[src/rtl/akf_mul.sv]
//------------------------------------------------------------------------------
// akf_mul
// Shared signed 33x33 multiplier with registered product and floor >>24.
//------------------------------------------------------------------------------
module akf_mul (
	input  logic               clk,
	input  logic signed [32:0] a,
	input  logic signed [32:0] b,
	output logic signed [41:0] p_sh
);

	logic signed [65:0] prod_q;

	always_ff @(posedge clk) begin
		prod_q <= a * b;
	end

	// arithmetic shift rounds toward minus infinity
	assign p_sh = 42'(prod_q >>> 24);

endmodule

[config.mk]
export PLATFORM = sky130hd
export DESIGN_NAME = akf_mul
export DESIGN_NICKNAME = d
export VERILOG_FILES = /design/src/rtl/akf_mul.sv
export SDC_FILE = /design/constraint.sdc
export NUM_CORES = 2
export LEC_CHECK = 0
export BUFFER_PORTS_ARGS = -buffer_cell sky130_fd_sc_hd__buf_4
export CAP_MARGIN = 30
export CELL_PAD_IN_SITES_DETAIL_PLACEMENT = 0
export CELL_PAD_IN_SITES_GLOBAL_PLACEMENT = 1
export CORE_ASPECT_RATIO = 1.75
export CORE_MARGIN = 5
export CORE_UTILIZATION = 40
export DETAILED_ROUTE_END_ITERATION = 12
export PLACE_DENSITY_LB_ADDON = 0.1
export RECOVER_POWER = 25
export SLEW_MARGIN = 20
export SYNTH_ARGS = -nofsm -noshare
export SYNTH_HDL_FRONTEND = slang
export SYNTH_SLANG_ARGS = --single-unit
export TNS_END_PERCENT = 30
[constraint.sdc]
create_clock -name clk -period 7.86 [get_ports clk]
set_input_delay 0.393 -clock clk [delete_from_list [all_inputs] [get_ports clk]]
set_output_delay 0.393 -clock clk [all_outputs]
set_load 0.02 [all_outputs]
==> flow_metrics.env <==
export IMPL_critPathLaunchType="input port"
export IMPL_finalHoldViolations=0
export IMPL_drtIter0Drc=960
export IMPL_ys_warn_count=0
export IMPL_worstMarginPinSlew_ns=0.514
export IMPL_place_gp_congestion=0.886
export IMPL_seq_area_frac_synth_pct=2.15
export IMPL_drc_errors=0
export IMPL_slowest_stage="fa_1"
export IMPL_cp_required_ns=8.12
export IMPL_ys_async_sr_fraction_pct=0
export IMPL_path_delay_family="adder cells"
export IMPL_viasPerCell=4.90
export IMPL_min_path_cells=1
export IMPL_slowest_delay_ns=0.75
export IMPL_num_io_pins=109
export IMPL_layout_worst_path_cycle_share_pct=97.1
export IMPL_rsz0062_at_grt="false"
export IMPL_dp_hpwl_mm=117
export IMPL_io_buffers=108
export IMPL_clkSinkCount=42
export IMPL_syn_nets=5578
export IMPL_largest_reg_flops=42
export IMPL_cts_root_buffer="clkbuf_16"
export IMPL_worstPathArrival_ns=7.89
export IMPL_clk_path_buf_depth=2
export IMPL_cp_end_kind="flop"
export IMPL_path_buf_inv=8
export IMPL_via_count=27800
export IMPL_syn_avg_cell_area_um2=9.41
export IMPL_setup_worst_path_class="input port to flop"
export IMPL_max_freq_mhz=131
export IMPL_drive_gt1_share_pct=9.89
export IMPL_antenna_found_initial=0
export IMPL_critPathMaxFanout=12
export IMPL_worst_path_most_repeated_cell="fa_1"
export IMPL_numCtsBuffers=5
export IMPL_setup_violations=0
export IMPL_status="complete, no violations"
export IMPL_maxCapViolCount=0
export IMPL_worstHoldEndpoint="p_sh[13]"
export IMPL_drt_total_wl_mm=129
export IMPL_fin_crit_ns=7.63
export IMPL_std_cell_rows=151
export IMPL_grt_max_degree=30
export IMPL_grt_pass1_wl_mm=196
export IMPL_dieArea_um2=104000
export IMPL_die_x_um=246
export IMPL_finalNetCount=5802
export IMPL_ys_types=58
export IMPL_slew_viol_final=0
export IMPL_core_area_um2=96900
export IMPL_cts_htree_levels=2
export IMPL_synthesis_instances=4155
export IMPL_synth_edff_count=0
export IMPL_die_h_um=424
export IMPL_synth_seq_cells=42
export IMPL_grt_pass1_vias=32400
export IMPL_min_delay_start="prod_q[37]"
export IMPL_placed_area_um2=43400
export IMPL_synthesis_area_um2=39100
export IMPL_synth_main_ff_cell="dfxtp_1"
export IMPL_largestRegisters="prod_q (42)"
export IMPL_synthToLayoutAreaGrowth_pct=11.4
export IMPL_fin_area_um2=43600
export IMPL_start_util_pct=40.3
export IMPL_grt_ovfl_total=0
export IMPL_ctsHoldBuffers=0
export IMPL_first_pass_iters=8
export IMPL_ant_nets=0
export IMPL_hp_class="flop to primary output"
export IMPL_path_clk_slew_ns=0.08
export IMPL_slew_limit_headroom_pct=65.5
export IMPL_top_register="prod_q"
export IMPL_avgRoutedWirePerCell_um=22.7
export IMPL_grtUsageTotal_pct=25.7
export IMPL_cts_tree="yes"
==> timing repair <==
item / in CTS / in global routing
gates resized for setup: 0 / 11
buffers inserted: 0 / 2
setup endpoints to repair: 0 / 10
==> per-stage QoR <==
stage	setup WS (ns)	hold slack [ns]	cells	utilization [%]	setup TNS, ns
5_1_grt	0.00218	1.21	5680	44.9	0
4_1_cts	0.0844	1.19	5678	45.0	0
3_3_place_gp	-0.258	0.809	5670	44.8	-1.76
3_5_place_dp	-0.266	0.809	5670	44.8	-1.43
2_1_floorplan	0.0712	0.732	4155	-	0
6_report	0.231	1.17	5681	44.9	0
==> cells by family (layout without fill, tap and decap cells) <==
family / Yosys count / count (layout) / share of synthesized area, %
AOI/OAI and AO/OA: 174 / 174 / 3.02
xor gates and xnor gates: 56 / 56 / 1.25
adders and majority gates: 1356 / 1356 / 65.4
buffers and inverters: 1325 / 1550 / 12.7
DFF: 42 / 42 / 2.15
muxes: 1 / 1 / 0.0256
other: 0 / 1 / 0
and+or+nand+nor: 1201 / 1201 / 15.5
==> synth_stat cells (3+ instances only) <==
cell type	instances	share of area, %
nor2b_1	5	0.080
buf_2	4	0.051
nor2_1	55	0.53
clkbuf_1	203	1.9
nor3_1	8	0.10
a21boi_0	3	0.058
o21bai_1	10	0.19
xor2_1	13	0.29
a21o_1	31	0.60
o211ai_1	6	0.12
o21ai_0	22	0.28
inv_1	1117	11
dfxtp_1	42	2.2
and4_1	3	0.067
nand2b_1	8	0.13
a211o_1	3	0.067
a21oi_1	52	0.67
and2_1	542	8.7
nand4_1	19	0.30
o31ai_1	5	0.096
xnor2_1	43	0.96
ha_1	212	6.8
o21a_1	8	0.15
a211oi_1	5	0.096
and3_1	4	0.064
a31oi_1	4	0.064
nand3_1	6	0.077
nand2_1	538	5.2
fa_1	1144	59
a221oi_1	3	0.067
or3_1	3	0.048
==> worst max-delay path by stage <==
stage / from / endpoint / slack, ns / depth (start not counted)
6_report: a[13] / prod_q[58] / 0.23 / 25
5_1_grt: b[9] / prod_q[52] / 0.002 / 25
4_1_cts: a[13] / prod_q[65] / 0.08 / 24
3_5_place_dp: a[13] / prod_q[65] / -0.27 / 24
3_3_place_gp: a[13] / prod_q[65] / -0.26 / 24
2_1_floorplan: a[32] / prod_q[64] / 0.07 / 24
==> area by class of cell <==
class                   count  area (um^2)
clock inverters             2         37.5
diodes                      1         2.50
inverters                1117         4190
clock buffers               6          129
multi-input cells        2788        33300
fillers                  9761        53400
well taps                1300         1630
flip-flops and latches     42          841
repair buffers            425         3400
==> cells in the final DEF, fill, tap and decap left out, types with 4 or more instances in the layout <==
master     count
fa_1        1144
inv_1       1116
and2_1       542
nand2_1      538
buf_4        382
ha_1         211
nor2_1        55
a21oi_1       51
xnor2_1       43
dfxtp_1       42
a21o_1        31
buf_12        23
o21ai_0       21
clkbuf_1      21
nand4_1       19
xor2_1        13
o21bai_1      10
o21a_1         8
nand2b_1       8
nor3_1         7
o211ai_1       6
nand3_1        6
a211oi_1       5
nor2b_1        5
clkbuf_16      5
and3_1         4
a31oi_1        4
==> per-layer routing <==
layer / share of wire, % / wire length, um / track usage (%) / up-vias
li1: - / - / - / 12200
met1: 27 / 35400 / 22.3 / 14900
met2: 60 / 77400 / 52.2 / 484
met3: 1.5 / 1920 / 1.28 / 277
met4: 11 / 14400 / 21.0 / 0
met5: 0 / 0 / 0 / -
Power is left out: the tool's default activity adds up to more than one toggle a clock period on the data nets, which glitch-free logic cannot reach.
