**src/rtl/akf_div.sv**
```systemverilog
//------------------------------------------------------------------------------
// akf_div
// Radix-2 restoring divider: signed 57-bit numerator / positive-or-negative
// 34-bit denominator, quotient truncated toward zero, one bit per cycle.
//------------------------------------------------------------------------------
module akf_div (
	input  logic                clk,
	input  logic                arst_n,
	input  logic                start,
	input  logic signed [56:0]  num,
	input  logic signed [33:0]  den,
	output logic                done,
	output logic signed [57:0]  quo
);

	logic [56:0] nq_q;     // numerator magnitude shifting into quotient
	logic [33:0] rem_q;
	logic [33:0] dm_q;
	logic        neg_q;
	logic [5:0]  cnt_q;
	logic        busy_q;
	logic [34:0] trial;

	assign trial = {rem_q, nq_q[56]} - {1'b0, dm_q};

	// one quotient bit per cycle
	always_ff @(posedge clk or negedge arst_n) begin
		if (!arst_n) begin
			busy_q <= 1'b0;
			cnt_q  <= '0;
			done   <= 1'b0;
		end else begin
			done <= 1'b0;
			if (start) begin
				busy_q <= 1'b1;
				cnt_q  <= 6'd57;
			end else if (busy_q) begin
				cnt_q <= cnt_q - 6'd1;
				if (cnt_q == 6'd1) begin
					busy_q <= 1'b0;
					done   <= 1'b1;
				end
			end
		end
	end

	always_ff @(posedge clk) begin
		if (start) begin
			nq_q  <= num[56] ? 57'(-num) : num;
			dm_q  <= den[33] ? 34'(-den) : den;
			neg_q <= num[56] ^ den[33];
			rem_q <= '0;
		end else if (busy_q) begin
			if (!trial[34]) begin
				rem_q <= trial[33:0];
				nq_q  <= {nq_q[55:0], 1'b1};
			end else begin
				rem_q <= {rem_q[32:0], nq_q[56]};
				nq_q  <= {nq_q[55:0], 1'b0};
			end
		end
	end

	assign quo = neg_q ? -$signed({1'b0, nq_q}) : $signed({1'b0, nq_q});

endmodule

```
**config.mk**
```make
export PLATFORM = sky130hd
export DESIGN_NAME = akf_div
export DESIGN_NICKNAME = d
export VERILOG_FILES = /design/src/rtl/akf_div.sv
export SDC_FILE = /design/constraint.sdc
export NUM_CORES = 1
export LEC_CHECK = 0
export BUFFER_PORTS_ARGS = -buffer_cell sky130_fd_sc_hd__buf_2
export CAP_MARGIN = 20
export CORE_ASPECT_RATIO = 0.7
export CORE_MARGIN = 1.5
export CORE_UTILIZATION = 50
export CTS_BUF_LIST = sky130_fd_sc_hd__clkbuf_4 sky130_fd_sc_hd__clkbuf_8
export DETAILED_ROUTE_END_ITERATION = 8
export PLACE_DENSITY = 0.67
export SLEW_MARGIN = 10
export SYNTH_ARGS = -nofsm -noshare
export SYNTH_HDL_FRONTEND = slang
export SYNTH_SLANG_ARGS = --single-unit
export TNS_END_PERCENT = 100
```
**constraint.sdc**
```tcl
create_clock -name clk -period 4 [get_ports clk]
set_input_delay 0.8 -clock clk [delete_from_list [all_inputs] [get_ports clk]]
set_output_delay 0.8 -clock clk [all_outputs]
set_load 0.01 [all_outputs]
```
==> key figures <==
Power
  • Pleak: 5.06 nW
  • Worst vdd ir: 214 uV
  • Final Power: 6.34 mW
  • Pwr per Cell Area: 501 nW/um^2

STA
  • Max Fclk: 246 MHz
  • Tmin final: 4.06 ns
  • Final setup viols: 3
  • Hold Worst Slack: 0.187 ns
  • Fin worst setup slack: -0.0635 ns
  • Final Max Slew Viols: 0
  • RSZ-0062 raised after global routing: yes
  • Fin crit share: 102%
  • Worst slew pin tran: 0.995 ns
  • Slew HR: 33.6%
  • Final Hold Viols: 0
  • Clock skew: 0.0145 ns
  • Setup TNS Final: -0.0784 ns

Yosys
  • Mux share of post-synthesis cell area: 1.29%
  • Largest family of logic cells by synthesized area: compound AO/OA/AOI/OAI gates
  • Synth cell types: 78
  • FF+latch count, synth: 134
  • Share of the synthesized area in the top cell type: 25.4%
  • Post-synth top area cell: edfxtp_1
  • Yosys Warn Count: 0
  • Post-synth EDFFs: 92
  • Mapped Cells: 1269
  • Syn nets: 1403
  • FFs w/ async S/R, synth: 5.97%
  • Netlist Area Pre-Place: 10900 sq um
  • Sequential fraction of the synthesis area: 33.5%
  • Synth Area in Adders: 4.67%
  • Synthesized area per cell: 8.57 sq um
  • Ranking of synthesized cells by area: edfxtp_1 25%, xnor2_1 7.8%, dfxtp_1 6.3%
  • Top-count cell post-synth: nor2_1
  • Synth Area in XOR/XNOR: 13.5%
  • Synth Area in Compound Gates: 21.8%
  • Top cells by count, synth: 113 x nor2_1, 102 x nand2_1, 99 x a21oi_1, 97 x xnor2_1, 92 x edfxtp_1
  • Post-Synth Simple-Gate Area: 20.8%
  • Main flop type after synthesis: edfxtp_1

Placed design
  • Dpl cells: 1657
  • Port bufs: 152
  • Post-DP HPWL: 22100 um
  • Placed cell area: 12000 sq um
  • Routability cong.: 0.891

Floorplan
  • Initial Util: 51.7%
  • Core Box Area: 21000 sq um
  • Die area: 22700 sq um
  • Cell Rows: 44
  • # IOs: 153
  • Chip width: 179 um
  • Die Y: 126 um

Drt
  • DR iter-0 viols: 911
  • ANT nets after route: 0
  • Met2 Wirelength: 12800 um
  • DR vias/cell: 6.00
  • Detailed-route DRC error count: 0
  • Via count: 10200
  • WL/cell: 17.4 um
  • DRT Pass-1 Iters: 7
  • DRT met1 WL: 14800 um
  • DRT Wirelength: 29700 um
  • Uppermost layer routed: met4
  • Total length of routed met3 wires: 1800 um

Finish
  • Design Area, Final: 12600 sq um
  • Post-route non-filler standard cell count: 1705
  • Layout Nets: 1550
  • N_diodes: 0
  • Area grow syn2layout: 16.2%
  • Fillers: 1918
  • Share of cells above drive strength 1: 20.5%

Run
  • Total of max-cap violations: 0

CTS
  • Worst skew pair latency: 0.47 ns
  • Max clock buf depth: 2
  • Clock Sinks: 134
  • H-Tree Depth: 4
  • CTS tree: built
  • Clock transition at path regs: 0.07 ns
  • Root buf cell: clkbuf_8
  • CTS Buf Count: 17

Global route
  • Global route total overflow: 0
  • Total Routing Usage GR: 26.9%
  • Largest net degree at the start of global routing: 65
  • First-pass GRT wire length: 48600 um
  • Vias in the first global route: 9358
  • Initial antenna violation count: 0

Run status
  • Status: finished, violations left
  • Failing checks: setup timing

Setup path
  • Type of destination of the critical path: primary output
  • Arrival time worst endpoint: 3.26 ns
  • Critical path required time: 3.20 ns
  • Crit start category: flip-flop
  • Max FO, Critical Path: 4
  • Critical path class: flip-flop to primary output

Min path
  • Type of the worst min-delay path: primary input to async pin
-- where the power goes --
part           switching [mW]  internal [mW]  total, mW
registers               0.265           1.78       2.04
logic                    1.72           1.29       3.01
clock network           0.577          0.710       1.29
-- layout by cell type (no fill, tap or decap), types with 23 or more instances in the layout --
master | synthesis | routed
nand3_1 | 34 | 32
buf_4 | 2 | 40
xor2_1 | 70 | 70
ha_1 | 39 | 38
a311oi_1 | 23 | 23
inv_1 | 54 | 52
nand2b_1 | 24 | 24
dfxtp_1 | 34 | 34
buf_2 | 7 | 151
edfxtp_1 | 92 | 92
nand2_1 | 102 | 102
o31ai_1 | 37 | 35
a21oi_1 | 99 | 92
nor2_1 | 113 | 112
xnor2_1 | 97 | 97
o21ai_0 | 78 | 78
-- sequential cells by signal (all words and copies together) (netlist names) --
| register | count |
|---|---|
| nq_q | 57 |
| dm_q | 34 |
| rem_q | 34 |
| cnt_q | 6 |
| busy_q | 1 |
| done | 1 |
| neg_q | 1 |
-- through the flow --
stage | utilization (%) | setup WS (ns)
floorplan | - | 0.430
detailed placement | 56.9 | 0.127
finish | 60.1 | -0.0635
CTS | 59.7 | -0.0902
global placement | 56.9 | 0.214
global route | 60.1 | -0.213
-- repair_timing --
item,in CTS,in global routing
pin swaps,9,7
gates resized for setup,13,16
hold buffers,0,0
buffers inserted,14,2
endpoints found under the setup margin,22,19
-- worst max-delay path, stage by stage (launching register included) --
cell	delay, ns
edfxtp_1	0.41
nor3_2	0.22
nand2_1	0.10
or3_1	0.37
or4_4	0.44
or3_4	0.37
o41a_1	0.47
a21oi_2	0.14
xnor2_1	0.12
buf_2	0.15
-- kinds of logic after synthesis --
group	count (synthesis)
AOI/OAI and AO/OA	358
xor gates and xnor gates	167
adders and majority gates	40
buffers and inverters	122
DFF	134
muxes	13
and+or+nand+nor	435
-- area by class of cell --
cell class                      count  area [sq um]  area share, %
Multi-Input combinational cell   1013          6870           54.3
Sequential cell                   134          3640           28.8
Timing Repair Buffer              196          1140           9.01
Tap cell                          276           345           2.73
Clock buffer                       20           263           2.08
Inverter                           54           203           1.60
Clock inverter                     12           178           1.41
-- per-layer routing --
metal | track usage, % | vias to the layer above
met5 | 0 | -
met4 | 5.98 | 0
met3 | 4.02 | 32
met2 | 39.0 | 352
met1 | 41.7 | 4862
li1 | - | 4991
-- path summary, 6_finish.rpt --
kind / start / to / slack (ns) / depth (start not counted)
setup / recovery: nq_q[32] / quo[56] / -0.06 / 9
hold / removal: arst_n / done / 0.19 / 1
setup reg to reg: nq_q[56] / rem_q[12] / 0.45 / 13
hold reg to reg: rem_q[8] / rem_q[8] / 0.51 / 2
max in group asynchronous: arst_n / cnt_q[1] / 3.62 / 1
min in group clk: rem_q[8] / rem_q[8] / 0.51 / 2
Note: power is estimated with default switching activity, not from simulation.
